<file path="src/rtl/scld_pkg.sv">
// ----------------------------------------------------------------------------
// scld_pkg
// Types and constants shared by the serial command line decoder modules.
// ----------------------------------------------------------------------------
package scld_pkg;

   localparam logic [7:0] CR_BYTE  = 8'd13;
   localparam int         KW_COUNT = 7;
   localparam int         KW_MAX   = 9;

   typedef enum logic [2:0] {
      CMD_PING      = 3'd0,
      CMD_ID        = 3'd1,
      CMD_MEASURE   = 3'd2,
      CMD_MEMSTATUS = 3'd3,
      CMD_RESET     = 3'd4,
      CMD_RECORD    = 3'd5,
      CMD_GET       = 3'd6
   } command_type;

   // keyword text, left aligned, zero padded
   localparam logic [7:0] KW_TEXT [KW_COUNT][KW_MAX] = '{
      '{"P", "I", "N", "G", 8'h00, 8'h00, 8'h00, 8'h00, 8'h00},
      '{"I", "D", 8'h00, 8'h00, 8'h00, 8'h00, 8'h00, 8'h00, 8'h00},
      '{"M", "E", "A", "S", "U", "R", "E", 8'h00, 8'h00},
      '{"M", "E", "M", "S", "T", "A", "T", "U", "S"},
      '{"R", "E", "S", "E", "T", 8'h00, 8'h00, 8'h00, 8'h00},
      '{"R", "E", "C", "O", "R", "D", 8'h00, 8'h00, 8'h00},
      '{"G", "E", "T", 8'h00, 8'h00, 8'h00, 8'h00, 8'h00, 8'h00}
   };
   localparam logic [3:0] KW_LEN [KW_COUNT] = '{4'd4, 4'd2, 4'd7, 4'd9, 4'd5, 4'd6, 4'd3};

   typedef enum logic [1:0] {
      ST_IDLE,
      ST_SCAN,
      ST_DRAIN,
      ST_DECIDE
   } ctl_state_type;

   typedef enum logic [2:0] {
      PS_LEAD,
      PS_TOKEN,
      PS_GAP,
      PS_SIGN,
      PS_DIGITS,
      PS_DONE,
      PS_FAIL
   } parse_state_type;

   typedef struct packed {
      logic store_byte;
      logic scan_start;
      logic scan_issue;
      logic load_rsp;
      logic clear_line;
   } ctl_cmd_type;

   typedef struct packed {
      logic is_cr;
      logic scan_end;
      logic hit;
      logic rsp_free;
   } ctl_status_type;

endpackage

</file>
<file path="src/rtl/scld_ram.sv">
// ----------------------------------------------------------------------------
// scld_ram
// Generic single write port, single read port RAM with registered read.
// ----------------------------------------------------------------------------
module scld_ram #(
   parameter int WIDTH = 8,
   parameter int DEPTH = 20
) (
   input  logic                     clock,
   input  logic                     wr_en,
   input  logic [$clog2(DEPTH)-1:0] wr_addr,
   input  logic [WIDTH-1:0]         wr_data,
   input  logic [$clog2(DEPTH)-1:0] rd_addr,
   output logic [WIDTH-1:0]         rd_data
);

   logic [WIDTH-1:0] mem_ff [DEPTH];
   logic [WIDTH-1:0] rd_data_ff;

   always_ff @(posedge clock) begin
      if (wr_en) begin
         mem_ff[wr_addr] <= wr_data;
      end
      rd_data_ff <= mem_ff[rd_addr];
   end

   assign rd_data = rd_data_ff;

endmodule

</file>
<file path="src/rtl/scld_ctrl.sv">
// ----------------------------------------------------------------------------
// scld_ctrl
// Sequencer: stores bytes, runs the line scan on carriage return and hands
// the decoded command to the output register.
// ----------------------------------------------------------------------------
module scld_ctrl (
   input  logic                    clock,
   input  logic                    reset,
   input  logic                    req_valid,
   output logic                    req_ready,
   input  scld_pkg::ctl_status_type status,
   output scld_pkg::ctl_cmd_type    cmd
);
   import scld_pkg::*;

   ctl_state_type state_ff, state_in;

   always_ff @(posedge clock) begin
      if (reset) begin
         state_ff <= ST_IDLE;
      end else begin
         state_ff <= state_in;
      end
   end

   always_comb begin
      state_in = state_ff;
      unique case (state_ff)
         ST_IDLE: begin
            if (req_valid && status.is_cr) state_in = ST_SCAN;
         end
         ST_SCAN: begin
            if (status.scan_end) state_in = ST_DRAIN;
         end
         ST_DRAIN: begin
            state_in = ST_DECIDE;
         end
         ST_DECIDE: begin
            if (!status.hit || status.rsp_free) state_in = ST_IDLE;
         end
         default: state_in = ST_IDLE;
      endcase
   end

   always_comb begin
      cmd       = '0;
      req_ready = 1'b0;
      unique case (state_ff)
         ST_IDLE: begin
            req_ready      = 1'b1;
            cmd.store_byte = req_valid && !status.is_cr;
            cmd.scan_start = req_valid && status.is_cr;
         end
         ST_SCAN: begin
            cmd.scan_issue = 1'b1;
         end
         ST_DRAIN: begin
         end
         ST_DECIDE: begin
            // wait for the output register only when there is a result
            cmd.load_rsp   = status.hit && status.rsp_free;
            cmd.clear_line = !status.hit || status.rsp_free;
         end
         default: begin
         end
      endcase
   end

endmodule

</file>
<file path="src/rtl/scld_datapath.sv">
// ----------------------------------------------------------------------------
// scld_datapath
// Line store, keyword match, GET number parse, address and output registers.
// ----------------------------------------------------------------------------
module scld_datapath #(
   parameter int LINE_DEPTH = 20
) (
   input  logic                      clock,
   input  logic                      reset,
   input  logic [7:0]                req_rx_byte,
   input  scld_pkg::ctl_cmd_type     cmd,
   output scld_pkg::ctl_status_type  status,
   output logic                      rsp_valid,
   input  logic                      rsp_ready,
   output logic [2:0]                rsp_command,
   output logic [7:0]                rsp_address,
   output logic                      rsp_address_updated
);
   import scld_pkg::*;

   localparam int LW = $clog2(LINE_DEPTH + 1);
   localparam int AW = $clog2(LINE_DEPTH);

   logic [LW-1:0]         length_ff, length_in;
   logic [LW-1:0]         idx_ff, idx_in;
   logic                  rd_valid_ff, rd_valid_in;
   logic [AW-1:0]         rd_pos_ff, rd_pos_in;
   logic [KW_COUNT-1:0]   alive_ff, alive_in;
   parse_state_type       pstate_ff, pstate_in;
   logic                  neg_ff, neg_in;
   logic [7:0]            acc_ff, acc_in;
   logic                  stop_ff, stop_in;
   logic [7:0]            addr_ff, addr_in;
   logic                  rsp_valid_ff, rsp_valid_in;
   command_type           rsp_command_ff, rsp_command_in;
   logic [7:0]            rsp_address_ff;
   logic                  rsp_updated_ff, rsp_updated_in;

   logic [7:0]            rd_data;
   logic                  wr_en;
   logic                  scan_end;
   logic                  issue;
   logic [KW_COUNT-1:0]   kw_ok;
   command_type           kw_cmd;
   logic                  is_blank, is_digit;
   logic [7:0]            digit;
   logic [7:0]            acc_x10;
   logic                  parse_ok;
   logic [7:0]            parse_val;

   assign wr_en    = cmd.store_byte && (length_ff < LW'(LINE_DEPTH));
   assign scan_end = (idx_ff == length_ff);
   assign issue    = cmd.scan_issue && !scan_end;

   scld_ram #(
      .WIDTH(8),
      .DEPTH(LINE_DEPTH)
   ) u_line_ram (
      .clock  (clock),
      .wr_en  (wr_en),
      .wr_addr(length_ff[AW-1:0]),
      .wr_data(req_rx_byte),
      .rd_addr(idx_ff[AW-1:0]),
      .rd_data(rd_data)
   );

   // keyword match: priority to the lowest code
   always_comb begin
      kw_cmd = CMD_PING;
      for (int k = 0; k < KW_COUNT; k++) begin
         kw_ok[k] = alive_ff[k] && (length_ff >= LW'(KW_LEN[k]));
      end
      for (int k = KW_COUNT - 1; k >= 0; k--) begin
         if (kw_ok[k]) kw_cmd = command_type'(3'(k));
      end
   end

   assign is_blank = (rd_data == 8'd32) || ((rd_data >= 8'd9) && (rd_data <= 8'd13));
   assign is_digit = (rd_data >= 8'h30) && (rd_data <= 8'h39);
   assign digit    = rd_data - 8'h30;
   assign acc_x10  = 8'((acc_ff << 3) + (acc_ff << 1));
   assign parse_ok = (pstate_ff == PS_DIGITS) || (pstate_ff == PS_DONE);
   assign parse_val = neg_ff ? 8'(8'd0 - acc_ff) : acc_ff;

   always_comb begin
      length_in    = length_ff;
      idx_in       = idx_ff;
      rd_valid_in  = issue;
      rd_pos_in    = idx_ff[AW-1:0];
      alive_in     = alive_ff;
      pstate_in    = pstate_ff;
      neg_in       = neg_ff;
      acc_in       = acc_ff;
      stop_in      = stop_ff;
      addr_in      = addr_ff;
      rsp_valid_in = rsp_valid_ff && !rsp_ready;
      rsp_command_in = kw_cmd;
      rsp_updated_in = 1'b0;

      if (wr_en) length_in = length_ff + 1'b1;

      if (cmd.scan_start) begin
         idx_in    = '0;
         alive_in  = '1;
         pstate_in = PS_LEAD;
         neg_in    = 1'b0;
         acc_in    = '0;
         stop_in   = 1'b0;
      end

      if (issue) idx_in = idx_ff + 1'b1;

      if (rd_valid_ff) begin
         for (int k = 0; k < KW_COUNT; k++) begin
            if ((rd_pos_ff < AW'(KW_LEN[k])) && (rd_data != KW_TEXT[k][rd_pos_ff[3:0]]))
               alive_in[k] = 1'b0;
         end
         // GET argument parse; a zero byte ends the parsed text
         if (!stop_ff) begin
            if (rd_data == 8'd0) begin
               stop_in = 1'b1;
            end else begin
               unique case (pstate_ff)
                  PS_LEAD: begin
                     if (!is_blank) pstate_in = PS_TOKEN;
                  end
                  PS_TOKEN: begin
                     if (is_blank) pstate_in = PS_GAP;
                  end
                  PS_GAP: begin
                     if (is_digit) begin
                        pstate_in = PS_DIGITS;
                        acc_in    = digit;
                     end else if (rd_data == "+" || rd_data == "-") begin
                        pstate_in = PS_SIGN;
                        neg_in    = (rd_data == "-");
                     end else if (!is_blank) begin
                        pstate_in = PS_FAIL;
                     end
                  end
                  PS_SIGN: begin
                     if (is_digit) begin
                        pstate_in = PS_DIGITS;
                        acc_in    = digit;
                     end else begin
                        pstate_in = PS_FAIL;
                     end
                  end
                  PS_DIGITS: begin
                     if (is_digit) acc_in = 8'(acc_x10 + digit);
                     else          pstate_in = PS_DONE;
                  end
                  PS_DONE, PS_FAIL: begin
                  end
                  default: pstate_in = PS_FAIL;
               endcase
            end
         end
      end

      if (cmd.load_rsp) begin
         rsp_valid_in   = 1'b1;
         rsp_updated_in = (kw_cmd == CMD_GET) && parse_ok;
         if (rsp_updated_in) addr_in = parse_val;
      end

      if (cmd.clear_line) length_in = '0;
   end

   always_ff @(posedge clock) begin
      if (reset) begin
         length_ff    <= '0;
         idx_ff       <= '0;
         rd_valid_ff  <= 1'b0;
         addr_ff      <= '0;
         rsp_valid_ff <= 1'b0;
      end else begin
         length_ff    <= length_in;
         idx_ff       <= idx_in;
         rd_valid_ff  <= rd_valid_in;
         addr_ff      <= addr_in;
         rsp_valid_ff <= rsp_valid_in;
      end
   end

   always_ff @(posedge clock) begin
      rd_pos_ff <= rd_pos_in;
      alive_ff  <= alive_in;
      pstate_ff <= pstate_in;
      neg_ff    <= neg_in;
      acc_ff    <= acc_in;
      stop_ff   <= stop_in;
      if (cmd.load_rsp) begin
         rsp_command_ff <= rsp_command_in;
         rsp_address_ff <= addr_in;
         rsp_updated_ff <= rsp_updated_in;
      end
   end

   assign status.is_cr    = (req_rx_byte == CR_BYTE);
   assign status.scan_end = scan_end;
   assign status.hit      = |kw_ok;
   assign status.rsp_free = !rsp_valid_ff || rsp_ready;

   assign rsp_valid           = rsp_valid_ff;
   assign rsp_command         = rsp_command_ff;
   assign rsp_address         = rsp_address_ff;
   assign rsp_address_updated = rsp_updated_ff;

endmodule

</file>
<file path="src/rtl/serial_command_line_decoder.sv">
// Storage: an ordinary byte is stored while the line is not full; a carriage
// return starts the scan (SCAN, DRAIN, DECIDE), and only a keyword match loads
// a result. Throughput: one byte per cycle between line ends; after a carriage
// return no byte is taken before DECIDE ends, nor while a previous result waits.
// Reset: synchronous, clears the line length, the stored address and the
// output valid; the line RAM holds no reset value.
// ----------------------------------------------------------------------------
// serial_command_line_decoder
// Collects received bytes into a line and decodes a command at each line end.
// ----------------------------------------------------------------------------
module serial_command_line_decoder #(
   parameter int LINE_DEPTH = 20
) (
   input  logic       clock,
   input  logic       reset,
   input  logic       req_valid,
   output logic       req_ready,
   input  logic [7:0] req_rx_byte,
   output logic       rsp_valid,
   input  logic       rsp_ready,
   output logic [2:0] rsp_command,
   output logic [7:0] rsp_address,
   output logic       rsp_address_updated
);
   import scld_pkg::*;

   ctl_cmd_type    cmd;
   ctl_status_type status;

   scld_ctrl u_ctrl (
      .clock    (clock),
      .reset    (reset),
      .req_valid(req_valid),
      .req_ready(req_ready),
      .status   (status),
      .cmd      (cmd)
   );

   scld_datapath #(
      .LINE_DEPTH(LINE_DEPTH)
   ) u_datapath (
      .clock              (clock),
      .reset              (reset),
      .req_rx_byte        (req_rx_byte),
      .cmd                (cmd),
      .status             (status),
      .rsp_valid          (rsp_valid),
      .rsp_ready          (rsp_ready),
      .rsp_command        (rsp_command),
      .rsp_address        (rsp_address),
      .rsp_address_updated(rsp_address_updated)
   );

endmodule
</file>
<file path="config.mk">
export PLATFORM = sky130hd
export DESIGN_NAME = serial_command_line_decoder
export DESIGN_NICKNAME = d
export VERILOG_FILES = /design/src/rtl/scld_pkg.sv /design/src/rtl/scld_ram.sv /design/src/rtl/scld_ctrl.sv /design/src/rtl/scld_datapath.sv /design/src/rtl/serial_command_line_decoder.sv
export SDC_FILE = /design/constraint.sdc
export NUM_CORES = 1
export LEC_CHECK = 0
export ABC_AREA = 1
export BUFFER_PORTS_ARGS = -buffer_cell sky130_fd_sc_hd__clkbuf_2
export CAP_MARGIN = 10
export CORE_MARGIN = 5
export CORE_UTILIZATION = 55
export CTS_CLUSTER_DIAMETER = 60
export DETAILED_ROUTE_END_ITERATION = 12
export GPL_TIMING_DRIVEN = 0
export PLACE_DENSITY = 0.71
export SLEW_MARGIN = 0
export SYNTH_ARGS = -nofsm -noshare
export SYNTH_HDL_FRONTEND = slang
export SYNTH_HIERARCHICAL = 1
export SYNTH_SLANG_ARGS = --single-unit
</file>
<file path="constraint.sdc">
create_clock -name clock -period 3.5 [get_ports clock]
set_clock_uncertainty 0.15 [all_clocks]
set_input_delay 0.35 -clock clock [delete_from_list [all_inputs] [get_ports clock]]
set_output_delay 0.35 -clock clock [all_outputs]
set_load 0.02 [all_outputs]
</file>
# Yosys cells after proc, flatten, opt, wreduce, memory -nomap -nowiden
# Memory sizes are Yosys's and may differ from the RTL's. A register that Yosys moved wholly into a read port is not among the register bits.
# Index checks and enable logic that the tools add are counted.
# word_totals
ff_bits,59
ramBits,160
rom_bits,896
in_bits,12
mem_count,8
# mem_list
memory,words,width,read_ports,rd_ports_with_merged_regs,wr,line_no,text
u_datapath.u_line_ram.mem_ff,20,8,1,1,1,scld_ram.sv:17,logic [WIDTH-1:0] mem_ff [DEPTH];
(no name shown),16,8,1,0,0,scld_datapath.sv:115,if ((rd_pos_ff < AW'(KW_LEN[k])) && (rd_data != KW_TEXT[k][rd_pos_ff[3:0]]))
(no name shown),16,8,1,0,0,scld_datapath.sv:115,
(no name shown),16,8,1,0,0,scld_datapath.sv:115,
(no name shown),16,8,1,0,0,scld_datapath.sv:115,
(no name shown),16,8,1,0,0,scld_datapath.sv:115,
2 more memories,--,--,--,--,--,--,
# classes
addsub,6
order_cmp,20
n_eq_ne,25
mux,76
bitwise_logic,1
reduce_logical,42
# op_table
operator,n
two-way mux 8 bit,23
inequality test 8 bit,7
two-way mux 3 bit,17
"== test 8 x 6 -> 1 bit, second input constant",3
logical AND 1 bit,23
two-way mux 1 bit,23
"greater-or-equal comparator 5 x 3 -> 1 bit, second input constant",4
"< comparator 5 x 3 -> 1 bit, second input constant",4
one-hot mux 3 bit (6 select lines),1
adder 8 bit,2
one-hot mux 8 bit (2 select lines),1
two-way mux 7 bit,2
"== test 3 bit, second input constant",4
two-way mux 2 bit,6
"adder 5 x 1 -> 5 bit, second input constant",2
"greater-or-equal comparator 5 x 2 -> 1 bit, second input constant",2
"< comparator 5 x 2 -> 1 bit, second input constant",2
two-way mux 5 bit,2
"== test 8 x 4 -> 1 bit, second input constant",1
"greater-or-equal comparator 8 x 4 -> 1 bit, second input constant",1
"greater-or-equal comparator 8 x 6 -> 1 bit, second input constant",1
"<= comparator 8 x 4 -> 1 bit, second input constant",1
"<= comparator 8 x 6 -> 1 bit, second input constant",1
logical NOT 8 bit,1
22 further kinds,36

# Depth between registers and ports, before layout
# Gate-level depths: netlist (run 1).
# logic_depth
depth_word,13
ltp_mapped,18
mapped_depth_nobuf,16

# Modules after synthesis
# The synthesis (run 1) kept the hierarchy.
# by_module_without_submodules
mod,instances,cells_per_inst,area_per_inst_um2,seq_area_each_um2
scld_ram,1,565,6734.0,4964.8
scld_datapath,1,613,4205.3,1261.2
scld_ctrl,1,36,251.5,40.0

# Worst setup path before layout (run 1)
# Ideal clock, no wire load.
# synth_path
kind,flip-flop to flip-flop
from,"register u_datapath.u_line_ram.rd_data_ff[4], in the netlist u_datapath/u_line_ram/rd_data[4] (read register of u_datapath.u_line_ram.mem_ff)"
to,register u_datapath.acc_ff[7]
setup_time_ps,116
t_arrival_ps,2505
required_time_ps,3234
path_slack_ps,729
stages_incl_launch_ff,16
synth_period_minus_slack_ps,2771
cell_sequence,dfxtp_1 > clkbuf_1 > clkinv_1 > ha_1 > fa_1 > ha_1 > nand2_1 > inv_1 > nand3_1 > nand3_1 > nand3_1 > nand3_1 > nand2_1 > nand2_1 > nand2_1 > nand2_1
# synth_via
elab_chain_len,7
elab_cells_between_ends,12
classes_between,add/sub (2); order compare (2); mux (6); reduce/logical (2)
# synth_rtl
element,line_no,text
from (decl),scld_ram.sv:18,logic [WIDTH-1:0] rd_data_ff;
"subtractor 8 x 6 -> 8 bit, or another cell as far along",scld_datapath.sv:80,assign digit = rd_data - 8'h30;
adder 8 bit or logical AND 1 bit (tied branches),"scld_datapath.sv:150, scld_datapath.sv:79",
"two-way mux 8 bit, on equally long branches","scld_datapath.sv:150, scld_datapath.sv:131, scld_datapath.sv:142",
one-hot mux 8 bit (2 select lines),scld_datapath.sv:123,unique case (pstate_ff)
two-way mux 8 bit (*),scld_datapath.sv:120,if (rd_data == 8'd0) begin
two-way mux 8 bit (*),scld_datapath.sv:119,if (!stop_ff) begin
two-way mux 8 bit (*),scld_datapath.sv:113,if (rd_valid_ff) begin
named net u_datapath.acc_in[7],scld_datapath.sv:31,"logic [7:0] acc_ff, acc_in;"
to (signal assigned),scld_datapath.sv:191,acc_ff <= acc_in;
to (decl),scld_datapath.sv:31,
# Mark *: on every way through the listed nets, which the timed path passes. The rest lies on a longest branch.
# A chain may end at the register's enable or synchronous reset.

# Final worst setup path (run 1)
# Ends and elaborated chain as after synthesis.

==> reports/qor.yml, run 1 <==
worst_setup_path:
  critical_path.max_stage_delay_ns: 0.46
  startpoint_to_endpoint_class_of_the_critical_path: "reg2reg"
  end_kind: "flip-flop"
  timing.critical_path.slowest_stage_cell: "sky130_fd_sc_hd__fa_1"
  crit_top_cell: "sky130_fd_sc_hd__nand2_1"
  timing.critical_path.required_ns: 3.77
  crit_path_start_kind: "flip-flop"
  worstPathBufferInverterCount: 3
  critical_path.max_fanout: 9
  worst_ep_arrival_time_ns: 3.46
  cp_top_family: "adder cells"
  crit_chain: "clkbuf_2 > clkinvlp_4 > ha_1 > fa_1 > ha_1 > nand2_1 > inv_1 > nand3_1 > nand3_1 > nand3_1 > nand3_1 > nand2_1 > nand2_1 > nand2_1 > nand2_1"
synthesis:
  netlist_area_pre_place_um2: 11200
  synth-edff-count: 172
  yosys.cell_count.top_type: "sky130_fd_sc_hd__nand2_1"
  synth_area_per_cell_um2: 9.22
  postSynthNetCount: 1256
  synth_cell_types: 48
  synthArstFlopShare_pct: 0
  ranking_of_synthesized_cells_by_area: "sky130_fd_sc_hd__edfxtp_1, sky130_fd_sc_hd__nand2_1, sky130_fd_sc_hd__dfxtp_1, sky130_fd_sc_hd__nand3_1, sky130_fd_sc_hd__nor2_1"
  synthesis.instances: 1214
  synth_largest_area_cell: "sky130_fd_sc_hd__edfxtp_1"
  synth.top_cell.area_share_pct: 46.2
  synth.yosys.seq_area_share_pct: 56.0
  synth_flop_cell: "sky130_fd_sc_hd__edfxtp_1"
  synthesis.yosys.warnings: 6
  ys_ff_latch: 227
  synth_commonest_cells: "sky130_fd_sc_hd__nand2_1, sky130_fd_sc_hd__edfxtp_1, sky130_fd_sc_hd__nand3_1, sky130_fd_sc_hd__nor2_1, sky130_fd_sc_hd__inv_1"
sta:
  slew_headroom_pct: 43.2
  finalSetupTns_ns: 0
  worst_slew_pin_slew_ns: 0.849
  worst_hold_slack_ns: 0.153
  fmax_ghz: 0.314
  share_of_the_cycle_needed_by_the_critical_path_after_routing_pct: 90.9
  report.final.slew_viol_count: 0
  timing.final.crit_period_ns: 3.18
  setup_viol: 0
  final-hold-violation-count: 0
  grt_setup_unrepaired: "no"
  setup_ws_ns: 0.317
routing:
  number_of_iterations_in_the_first_detailed_routing_pass: 5
  num_vias: 8543
  drc_errors: 0
  wire_per_inst_um: 17.2
  detail_route.vias_per_cell: 5.48
  drt_first_iter_violations: 795
  route.final.wire_length_um: 26800
  ant_nets: 0
placed_design:
  detailedPlacementHpwl_um: 18600
  place_ws_ns: 0.137
  gp_congestion: 0.952
  numPortBuffers: 25
  placedCellCount: 1509
clock_tree:
  path_clk_slew_ns: 0.06
  cts_buffers: 26
  htreeDepth: 1
  cts.sink_count: 227
  cts_buffer_depth: 3
  cts_root_buffer: "sky130_fd_sc_hd__clkbuf_16"
  clock_network_latency_to_the_later_pin_of_the_worst_skew_pair_ns: 0.53
  cts_tree: "done"
die:
  die_area_um2: 23300
  std_cell_rows: 52
  die_height_um: 153
  start_util_pct: 55.7
  dieWidth_um: 153
  core_um2: 20100
  num_ports: 26
min_path:
  holdCritPathClass: "in2reg"
power_and_ir_drop:
  total_switching_power_w: 0.00275
  power.density_cell_area_nw_per_um2: 674
  cell_internal_pwr_w: 0.00578
  power.combinational.fraction_pct: 27.5
  p_seq_share_pct: 37.3
  leakage_dissipation_nw: 5.27
  ir_worst_vdd_mv: 0.474
  p_clk_share_pct: 35.3
  switch_share_pct: 32.3
global_routing:
  global_route.overflow_total: 0
  grtUsageMet1_pct: 28.9
  grt_busiest_layer: "met2"
  global_route_wire_length_before_repair_um: 42400
  antenna_found_initial: 0
  via_count_of_the_first_global_routing_pass: 8210
  grt_use_met2_pct: 39.9
  maximum_number_of_pins_on_one_net_before_global_route_repair: 22
  groute.layer.met3.usage_pct: 2.53
  groute.usage.overall_pct: 22.5
layout:
  syn_to_final_growth_pct: 13.2
  drive_above_1_share_pct: 11.1
  finish.utilization_pct: 63.0
  instances_no_fill: 1559
  final_net_count: 1311
  antennaDiodeCount: 0
status:
  status: "complete, no violations"
job:
  max_cap_violations: 0
cell families after synthesis:
family / synth area share (%)
compound gates: 6.64
buf+inv: 7.20
fa+ha+maj: 3.69
flops: 56.0
xor+xnor: 1.88
simple gates: 24.6
placed cells by master (no fill, tap or decap), types with 5 or more instances in the layout:
master / synthesis / final
sky130_fd_sc_hd__buf_4: 15 / 15
sky130_fd_sc_hd__inv_2: 9 / 9
sky130_fd_sc_hd__nand3_1: 141 / 141
sky130_fd_sc_hd__xor2_1: 20 / 20
sky130_fd_sc_hd__o21ai_0: 46 / 46
sky130_fd_sc_hd__a211oi_1: 8 / 8
sky130_fd_sc_hd__a21oi_1: 31 / 31
sky130_fd_sc_hd__nand3_2: 5 / 5
sky130_fd_sc_hd__nor3_1: 10 / 10
sky130_fd_sc_hd__buf_6: 8 / 8
sky130_fd_sc_hd__clkbuf_16: 0 / 26
sky130_fd_sc_hd__dfxtp_1: 55 / 55
sky130_fd_sc_hd__bufinv_16: 0 / 7
sky130_fd_sc_hd__clkbuf_1: 10 / 12
sky130_fd_sc_hd__buf_2: 16 / 16
sky130_fd_sc_hd__nor2_1: 106 / 105
sky130_fd_sc_hd__inv_1: 103 / 103
sky130_fd_sc_hd__clkbuf_2: 0 / 26
sky130_fd_sc_hd__nand2_2: 5 / 5
sky130_fd_sc_hd__nor4_1: 6 / 6
sky130_fd_sc_hd__o22ai_1: 16 / 16
sky130_fd_sc_hd__nand2_1: 334 / 334
sky130_fd_sc_hd__edfxtp_1: 172 / 172
sky130_fd_sc_hd__ha_1: 25 / 25
sky130_fd_sc_hd__nand4_1: 18 / 18
sky130_fd_sc_hd__fa_1: 5 / 5
power by group through the flow:
| stage | Sequential, W | Combinational [W] | Clock, W |
|---|---|---|---|
| 4_1_cts | 0.00318 | 0.00231 | 0.00307 |
| 6_report | 0.00318 | 0.00234 | 0.00301 |
| 3_5_place_dp | 0.00324 | 0.00229 | 0 |
| 3_3_place_gp | 0.00323 | 0.00226 | 0 |
| 5_1_grt | 0.00320 | 0.00262 | 0.00319 |
| 2_1_floorplan | 0.00319 | 0.00171 | 0 |
routing by layer:
metal / routed length, um / up-vias
li1: - / 4216
met1: 11000 / 3981
met2: 13400 / 279
met3: 1470 / 67
met4: 909 / 0
met5: 0 / -
registers in the layout, summed over array words and instances, names as in the netlist:
name and count:
u_datapath/idx_ff 5, u_datapath/rsp_address 8, u_datapath/rd_valid_ff 1, u_datapath/stop_ff 1
u_datapath/rsp_valid 1, u_datapath/u_line_ram/rd_data 8, u_datapath/neg_ff 1, u_datapath/length_ff 5
u_datapath/alive_ff 7, u_ctrl/state_ff 2, u_datapath/acc_ff 8, u_datapath/addr_ff 8
u_datapath/rsp_address_updated 1, u_datapath/rd_pos_ff 5, u_datapath/u_line_ram/mem_ff 160, u_datapath/pstate_ff 3
u_datapath/rsp_command 3
worst reg2reg max path: cells and delay by family, from the launching register on:
kind                       cells  cell delay, ns
buffers and inverters          3            0.58
and+or+nand+nor                9            0.70
DFF                            1            0.43
adders and majority gates      3            1.22
through the flow:
stage	area, um2	power, W
after global placement	11700	0.00549
after global routing	12700	0.00900
after detailed placement	11700	0.00553
after floorplan	11200	0.00491
final	12700	0.00854
after CTS	12700	0.00855
worst paths after layout:
check / slack [ns] / cells after the start / end / startpoint
setup / recovery: 0.32 / 15 / u_datapath/acc_ff[7] / u_datapath/u_line_ram/rd_data[4]
hold / removal: 0.15 / 6 / u_ctrl/state_ff[1] / req_valid
setup reg to reg: 0.32 / 15 / u_datapath/acc_ff[7] / u_datapath/u_line_ram/rd_data[4]
hold reg to reg: 0.31 / 0 / u_datapath/rd_pos_ff[4] / u_datapath/idx_ff[4]
repair_timing:
action / in CTS / in global routing
endpoints found under the hold margin: 3 / 0
endpoints found under the setup margin: 0 / 17
hold buffers: 2 / 0
setup buffers: 0 / 0
gates resized for setup: 0 / 4
area by class of cell:
cell class | instances | area [um2]
Buffer | 49 | 322
Clock buffer | 29 | 662
Clock inverter | 19 | 323
Fill cell | 1635 | 7440
Inverter | 120 | 489
Multi-Input combinational cell | 818 | 4120
Sequential cell | 227 | 6270
Tap cell | 270 | 338
Timing Repair Buffer | 27 | 145
Power figures use the tool's default switching activity.
==> run 2: changes to the inputs <==
PLACE_DENSITY = 0.74   (was 0.71)
RECOVER_POWER = 50   (was default)
clock period = 2.7 ns   (was 3.5 ns; I/O delays follow)
==> reports/qor.yml, run 2 (synthesized netlist as in run 1, its figures left out) <==
routing:
  drt_first_iter_violations: 723  # was 795
  number_of_iterations_in_the_first_detailed_routing_pass: 5  # unchanged
  ant_nets: 0  # unchanged
  route.final.wire_length_um: 26500  # was 26800 um
  wire_per_inst_um: 17.0  # was 17.2 um
  detail_route.vias_per_cell: 5.53  # was 5.48
  drc_errors: 0  # unchanged
  num_vias: 8600  # was 8543
layout:
  final_design_area_no_fill_um2: 12600  # was 12700 um2
  syn_to_final_growth_pct: 12.7  # was 13.2%
  final_net_count: 1310  # was 1311
  drive_above_1_share_pct: 12.4  # was 11.1%
  mostFrequentLayoutCell: "sky130_fd_sc_hd__nand2_1"  # unchanged
  antennaDiodeCount: 0  # unchanged
  regMostFlops: "u_datapath/u_line_ram/mem_ff"  # unchanged
  most_frequent_cells_in_the_layout: "sky130_fd_sc_hd__nand2_1, sky130_fd_sc_hd__edfxtp_1, sky130_fd_sc_hd__nand3_1, sky130_fd_sc_hd__inv_1, sky130_fd_sc_hd__nor2_1"  # was sky130_fd_sc_hd__nand2_1, sky130_fd_sc_hd__edfxtp_1, sky130_fd_sc_hd__nand3_1, sky130_fd_sc_hd__nor2_1, sky130_fd_sc_hd__inv_1
  largest_register_ffs: 160  # unchanged
status:
  violated_checks: "negative setup slack"
  status: "finished, violations left"  # was complete, no violations
worst_setup_path:
  timing.critical_path.depth: 8  # was 15
  worst_setup_path_endpoint: "u_datapath/u_line_ram/mem_ff[5][0]"  # was u_datapath/acc_ff[7]
  critical_path.max_fanout: 8  # was 9
  crit_chain: "bufinv_8 > ha_1 > nand2_1 > nor2_1 > nand2_1 > inv_1 > nand3_1 > nor2_2"  # was clkbuf_2 > clkinvlp_4 > ha_1 > fa_1 > ha_1 > nand2_1 > inv_1 > nand3_1 > nand3_1 > nand3_1 > nand3_1 > nand2_1 > nand2_1 > nand2_1 > nand2_1
  critical_path.max_stage_delay_ns: 0.53  # was 0.46 ns
  cp_top_family: "simple AND/OR/NAND/NOR gates"  # was adder cells
  end_kind: "flip-flop"  # unchanged
  worst_ep_arrival_time_ns: 2.74  # was 3.46 ns
  worstPathBufferInverterCount: 2  # was 3
  timing.critical_path.slowest_stage_cell: "sky130_fd_sc_hd__nor2_2"  # was sky130_fd_sc_hd__fa_1
  timing.critical_path.required_ns: 2.73  # was 3.77 ns
  r2r-end: "u_datapath/u_line_ram/mem_ff[5][0]"  # was u_datapath/acc_ff[7]
  regToRegSetupSlack_ns: -0.01  # was 0.32 ns
  r2r_cells: 8  # was 15
  crit_top_cell: "sky130_fd_sc_hd__nand2_1"  # unchanged
  r2r-start: "u_ctrl/state_ff[0]"  # was u_datapath/u_line_ram/rd_data[4]
  timing.critical_path.from: "u_ctrl/state_ff[0]"  # was u_datapath/u_line_ram/rd_data[4]
  crit_path_start_kind: "flip-flop"  # unchanged
  startpoint_to_endpoint_class_of_the_critical_path: "reg2reg"  # unchanged
clock_tree:
  cts_buffer_depth: 3  # unchanged
  path_clk_slew_ns: 0.06  # about the same
  cts_tree: "done"  # unchanged
  cts.sink_count: 227  # unchanged
  htreeDepth: 1  # unchanged
  clock_network_latency_to_the_later_pin_of_the_worst_skew_pair_ns: 0.53  # about the same
  cts_root_buffer: "sky130_fd_sc_hd__clkbuf_16"  # unchanged
  cts_buffers: 24  # was 26
die:
  die_height_um: 153  # unchanged
  dieWidth_um: 153  # unchanged
  core_um2: 20100  # unchanged
  start_util_pct: 55.7  # unchanged
  std_cell_rows: 52  # unchanged
  die_area_um2: 23300  # unchanged
  num_ports: 26  # unchanged
job:
  max_cap_violations: 0  # unchanged
sta:
  worst_slew_pin_slew_ns: 0.698  # was 0.849 ns
  slew_headroom_pct: 53.3  # was 43.2%
  setup_viol: 13  # was 0
  report.final.slew_viol_count: 0  # unchanged
  timing.final.crit_period_ns: 2.71  # was 3.18 ns
  grt_setup_unrepaired: "yes"  # was no
  setup_ws_ns: -0.0104  # was 0.317 ns
  fmax_ghz: 0.369  # was 0.314 GHz
  final-hold-violation-count: 0  # unchanged
  share_of_the_cycle_needed_by_the_critical_path_after_routing_pct: 100  # was 90.9%
global_routing:
  maximum_number_of_pins_on_one_net_before_global_route_repair: 22  # unchanged
  global_route.overflow_total: 0  # unchanged
  global_route_wire_length_before_repair_um: 42100  # was 42400 um
  via_count_of_the_first_global_routing_pass: 8132  # was 8210
  antenna_found_initial: 0  # unchanged
  groute.usage.overall_pct: 22.3  # was 22.5%
placed_design:
  postPlaceCellArea_um2: 11700  # about the same
  numPortBuffers: 25  # unchanged
  place_ws_ns: -0.466  # was 0.137 ns
  gp_congestion: 0.931  # was 0.952
  detailedPlacementHpwl_um: 18300  # was 18600 um
power_and_ir_drop:
  power.combinational.fraction_pct: 30.1  # was 27.5%
  p_clk_share_pct: 30.6  # was 35.3%
  total_switching_power_w: 0.00353  # was 0.00275 W
  ir_worst_vdd_mv: 0.613  # was 0.474 mV
  power.density_cell_area_nw_per_um2: 833  # was 674 nW/um2
  cell_internal_pwr_w: 0.00698  # was 0.00578 W
  leakage_dissipation_nw: 5.20  # was 5.27 nW
  switch_share_pct: 33.6  # was 32.3%
  fin_total_pwr_w: 0.0105  # was 0.00854 W
  p_seq_share_pct: 39.3  # was 37.3%
min_path:
  holdCritPathClass: "in2reg"  # unchanged
## run 2: cell types whose count changed in the layout (fill, tap and decap cells not counted), moves of 2 or more
cell | previous run | this run
sky130_fd_sc_hd__nor2_4 | 2 | 8
sky130_fd_sc_hd__buf_4 | 15 | 17
sky130_fd_sc_hd__dfxtp_2 | 0 | 2
sky130_fd_sc_hd__bufinv_16 | 7 | 2
sky130_fd_sc_hd__ha_1 | 25 | 22
sky130_fd_sc_hd__clkinv_2 | 2 | 4
sky130_fd_sc_hd__dfxtp_1 | 55 | 52
sky130_fd_sc_hd__clkbuf_16 | 26 | 24
sky130_fd_sc_hd__nor2_2 | 3 | 13
sky130_fd_sc_hd__nor2_1 | 105 | 89
sky130_fd_sc_hd__clkinvlp_4 | 4 | 2
sky130_fd_sc_hd__ha_4 | 0 | 2
sky130_fd_sc_hd__clkinv_1 | 4 | 8
## run 2: worst min-delay path by stage
stage	from	slack [ns]	cells after the start	endpoint
after floorplan	reset	0.19	1	u_datapath/rsp_valid
after global placement	u_datapath/idx_ff[4]	0.30	0	u_datapath/rd_pos_ff[4]
after detailed placement	u_datapath/idx_ff[4]	0.31	0	u_datapath/rd_pos_ff[4]
after CTS	req_valid	0.09	7	u_ctrl/state_ff[0]
after global routing	req_rx_byte[7]	0.13	1	u_datapath/u_line_ram/mem_ff[9][7]
final	req_valid	0.1	6	u_ctrl/state_ff[1]
## run 2: area by class of cell
class,instances,area [um2]
Timing Repair Buffer,28,153
Fill cell,1597,7500
Tap cell,270,338
Multi-Input combinational cell,818,4230
Clock buffer,28,626
Clock inverter,16,161
Inverter,120,493
Sequential cell,227,6270
Buffer,49,334
## run 2: repair_timing
action                     CTS  global route
setup buffers                1             0
hold endpoints to repair     7             0
pin swaps                    1             3
resized for setup           21            18
gates cloned                 0             0
setup endpoints to repair   90           169
hold buffers                 2             0
## run 2: per-stage QoR
step	hold WS [ns]	std cells	TNS [ns]	util (%)
finish	0.0982	1556	-0.0804	62.7
global route	0.128	1556	-17.21	62.7
CTS	0.0871	1556	-0.700	62.4
detailed placement	0.313	1509	-40.01	58.0
global placement	0.303	1509	-33.78	58.0
floorplan	0.189	1214	0	-
## run 2: power groups by stage
stage / sequential [W] / combinational, W / clock (W)
floorplan: 0.00414 / 0.00222 / 0
finish: 0.00413 / 0.00316 / 0.00322
global placement: 0.00418 / 0.00290 / 0
CTS: 0.00412 / 0.00302 / 0.00326
global route: 0.00415 / 0.00354 / 0.00343
detailed placement: 0.00419 / 0.00294 / 0
## run 2: layer usage
layer  vias to the layer above  global-route usage (%)  wire length [um]  share of wire, %
met5                         -                       0                 0                 0
met4                         0                    7.42               870               3.3
met3                        54                    2.61              1570               5.9
met1                      4065                    28.7             10800                41
li1                       4198                       -                 -                 -
met2                       283                    39.3             13300                50
## run 2: worst min-delay path: cells and delay by family
kind                   cells  cell delay, ns
and+or+nand+nor            5            0.35
buffers and inverters      1            0.09
==> run 3: changes to the inputs <==
CORE_MARGIN = 2   (was 5)
SKIP_LAST_GASP = 1   (was default)
==> reports/qor.yml, run 3 (synthesized netlist as in run 1, its figures left out) <==
status:
  status: "finished, violations left"  # unchanged
  violated_checks: "negative setup slack"  # unchanged
die:
  std_cell_rows: 52  # unchanged
  num_ports: 26  # unchanged
  dieWidth_um: 147  # was 153 um
  die_height_um: 147  # was 153 um
  core_um2: 20100  # unchanged
  die_area_um2: 21500  # was 23300 um2
  start_util_pct: 55.7  # unchanged
placed_design:
  detailedPlacementHpwl_um: 18400  # was 18300 um
  numPortBuffers: 25  # unchanged
  place_ws_ns: -0.493  # was -0.466 ns
  gp_congestion: 0.886  # was 0.931
global_routing:
  grtUsageMet1_pct: 31.7  # was 28.7%
  grt_busiest_layer: "met2"  # unchanged
  maximum_number_of_pins_on_one_net_before_global_route_repair: 22  # unchanged
  antenna_found_initial: 0  # unchanged
  global_route_wire_length_before_repair_um: 42000  # was 42100 um
  grt_use_met2_pct: 43.3  # was 39.3%
  global_route.overflow_total: 0  # unchanged
  groute.usage.overall_pct: 25.0  # was 22.3%
  groute.layer.met3.usage_pct: 3.34  # was 2.61%
  via_count_of_the_first_global_routing_pass: 8078  # was 8132
routing:
  route.final.wire_length_um: 26800  # was 26500 um
  drt_first_iter_violations: 720  # was 723
  wire_per_inst_um: 17.2  # was 17.0 um
  ant_nets: 0  # unchanged
  detail_route.vias_per_cell: 5.50  # was 5.53
  number_of_iterations_in_the_first_detailed_routing_pass: 5  # unchanged
  drc_errors: 0  # unchanged
  num_vias: 8562  # was 8600
layout:
  final_net_count: 1311  # was 1310
  most_frequent_cells_in_the_layout: "sky130_fd_sc_hd__nand2_1, sky130_fd_sc_hd__edfxtp_1, sky130_fd_sc_hd__nand3_1, sky130_fd_sc_hd__inv_1, sky130_fd_sc_hd__nor2_1"  # unchanged
  largest_register_ffs: 160  # unchanged
  mostFrequentLayoutCell: "sky130_fd_sc_hd__nand2_1"  # unchanged
  syn_to_final_growth_pct: 12.6  # was 12.7%
  antennaDiodeCount: 0  # unchanged
  drive_above_1_share_pct: 12.8  # was 12.4%
  regMostFlops: "u_datapath/u_line_ram/mem_ff"  # unchanged
clock_tree:
  cts_buffers: 25  # was 24
  cts.sink_count: 227  # unchanged
  clock_network_latency_to_the_later_pin_of_the_worst_skew_pair_ns: 0.54  # was 0.53 ns
  path_clk_slew_ns: 0.06  # about the same
  htreeDepth: 1  # unchanged
  cts_buffer_depth: 3  # unchanged
  cts_tree: "done"  # unchanged
  cts_root_buffer: "sky130_fd_sc_hd__clkbuf_16"  # unchanged
power_and_ir_drop:
  ir_worst_vdd_mv: 0.737  # was 0.613 mV
  power.density_cell_area_nw_per_um2: 834  # was 833 nW/um2
  leakage_dissipation_nw: 5.21  # was 5.20 nW
sta:
  worst_slew_pin_slew_ns: 0.548  # was 0.698 ns
  timing.final.crit_period_ns: 2.73  # was 2.71 ns
  slew_headroom_pct: 63.1  # was 53.3%
  fmax_ghz: 0.366  # was 0.369 GHz
  setup_viol: 42  # was 13
  report.final.slew_viol_count: 0  # unchanged
  finalSetupTns_ns: -0.642  # was -0.0804 ns
  grt_setup_unrepaired: "yes"  # unchanged
  share_of_the_cycle_needed_by_the_critical_path_after_routing_pct: 101  # was 100%
  final-hold-violation-count: 0  # unchanged
  setup_ws_ns: -0.0346  # was -0.0104 ns
worst_setup_path:
  worst_ep_arrival_time_ns: 2.76  # was 2.74 ns
  critical_path.max_stage_delay_ns: 0.56  # was 0.53 ns
  critical_path.max_fanout: 8  # unchanged
  r2r_cells: 8  # unchanged
  timing.critical_path.slowest_stage_cell: "sky130_fd_sc_hd__nor2_2"  # unchanged
  timing.critical_path.required_ns: 2.73  # about the same
  crit_top_cell: "sky130_fd_sc_hd__nand2_1"  # unchanged
  startpoint_to_endpoint_class_of_the_critical_path: "reg2reg"  # unchanged
  end_kind: "flip-flop"  # unchanged
  crit_path_start_kind: "flip-flop"  # unchanged
  crit_chain: "bufinv_8 > ha_1 > nand2_1 > nor2_1 > nand2_1 > inv_1 > nand3_1 > nor2_2"  # unchanged
job:
  max_cap_violations: 0  # unchanged
min_path:
  hold-path-cell-count: 1  # was 6
  holdCritPathClass: "in2reg"  # unchanged
-- run 3: cell types whose count changed in the layout (fill, tap and decap cells not counted), moves of 2 or more --
cell,before,now
sky130_fd_sc_hd__clkinvlp_4,2,0
sky130_fd_sc_hd__inv_4,1,3
sky130_fd_sc_hd__inv_8,1,3
sky130_fd_sc_hd__nor2_1,89,84
sky130_fd_sc_hd__nor2_2,13,20
sky130_fd_sc_hd__nor2_4,8,6
-- run 3: final timing paths --
check                                     startpoint  slack [ns]                                  end
worst min register to register  u_datapath/idx_ff[4]        0.32              u_datapath/rd_pos_ff[4]
worst max-delay path              u_ctrl/state_ff[0]       -0.03  u_datapath/u_line_ram/mem_ff[15][5]
worst max register to register    u_ctrl/state_ff[0]       -0.03  u_datapath/u_line_ram/mem_ff[15][5]
worst min-delay path                  req_rx_byte[7]        0.11   u_datapath/u_line_ram/mem_ff[8][7]
-- run 3: cell type report --
| type | count | area, um2 |
|---|---|---|
| Inverter | 120 | 493 |
| Clock buffer | 29 | 651 |
| Multi-Input combinational cell | 818 | 4230 |
| Timing Repair Buffer | 28 | 153 |
| Buffer | 49 | 333 |
| Clock inverter | 16 | 129 |
| Fill cell | 1600 | 7510 |
| Tap cell | 270 | 338 |
| Sequential cell | 227 | 6270 |
-- run 3: critical path, delay by kind of cell, from the launching register on --
family	cells	cell delay, ns
adder cells (fa/ha/maj)	1	0.23
flip-flops	1	0.33
AND/OR/NAND/NOR	5	1.28
buffers and inverters	2	0.39
-- run 3: per-stage QoR --
step	hold slack, ns	power, W	instance area, um2	std cells	utilization (%)
after detailed placement	0.308	0.00714	11700	1509	58.0
after floorplan	0.189	0.00636	11200	1214	-
after CTS	0.0579	0.0104	12500	1557	62.3
after global placement	0.308	0.00709	11700	1509	58.0
final	0.106	0.0105	12600	1557	62.7
after global routing	0.138	0.0111	12600	1557	62.7
-- run 3: per-layer routing --
metal	part of all wire, %	routed length [um]
met5	0	0
met3	6.0	1620
met1	40	10700
met4	4.1	1100
met2	50	13300
-- run 3: repair_timing --
| item | in CTS | in global routing |
|---|---|---|
| hold endpoints to repair | 7 | 0 |
| pin swaps | 1 | 2 |
| setup endpoints to repair | 146 | 177 |
| hold buffers | 2 | 0 |
| gates cloned | 0 | 0 |
| setup buffers | 1 | 0 |
| resized for setup | 21 | 18 |
-- run 3: report_power, final --
group | internal [W] | switching [W] | total, W
logic | 0.00113 | 0.00202 | 0.00315
registers | 0.00397 | 0.000158 | 0.00413
clock network | 0.00184 | 0.00139 | 0.00323
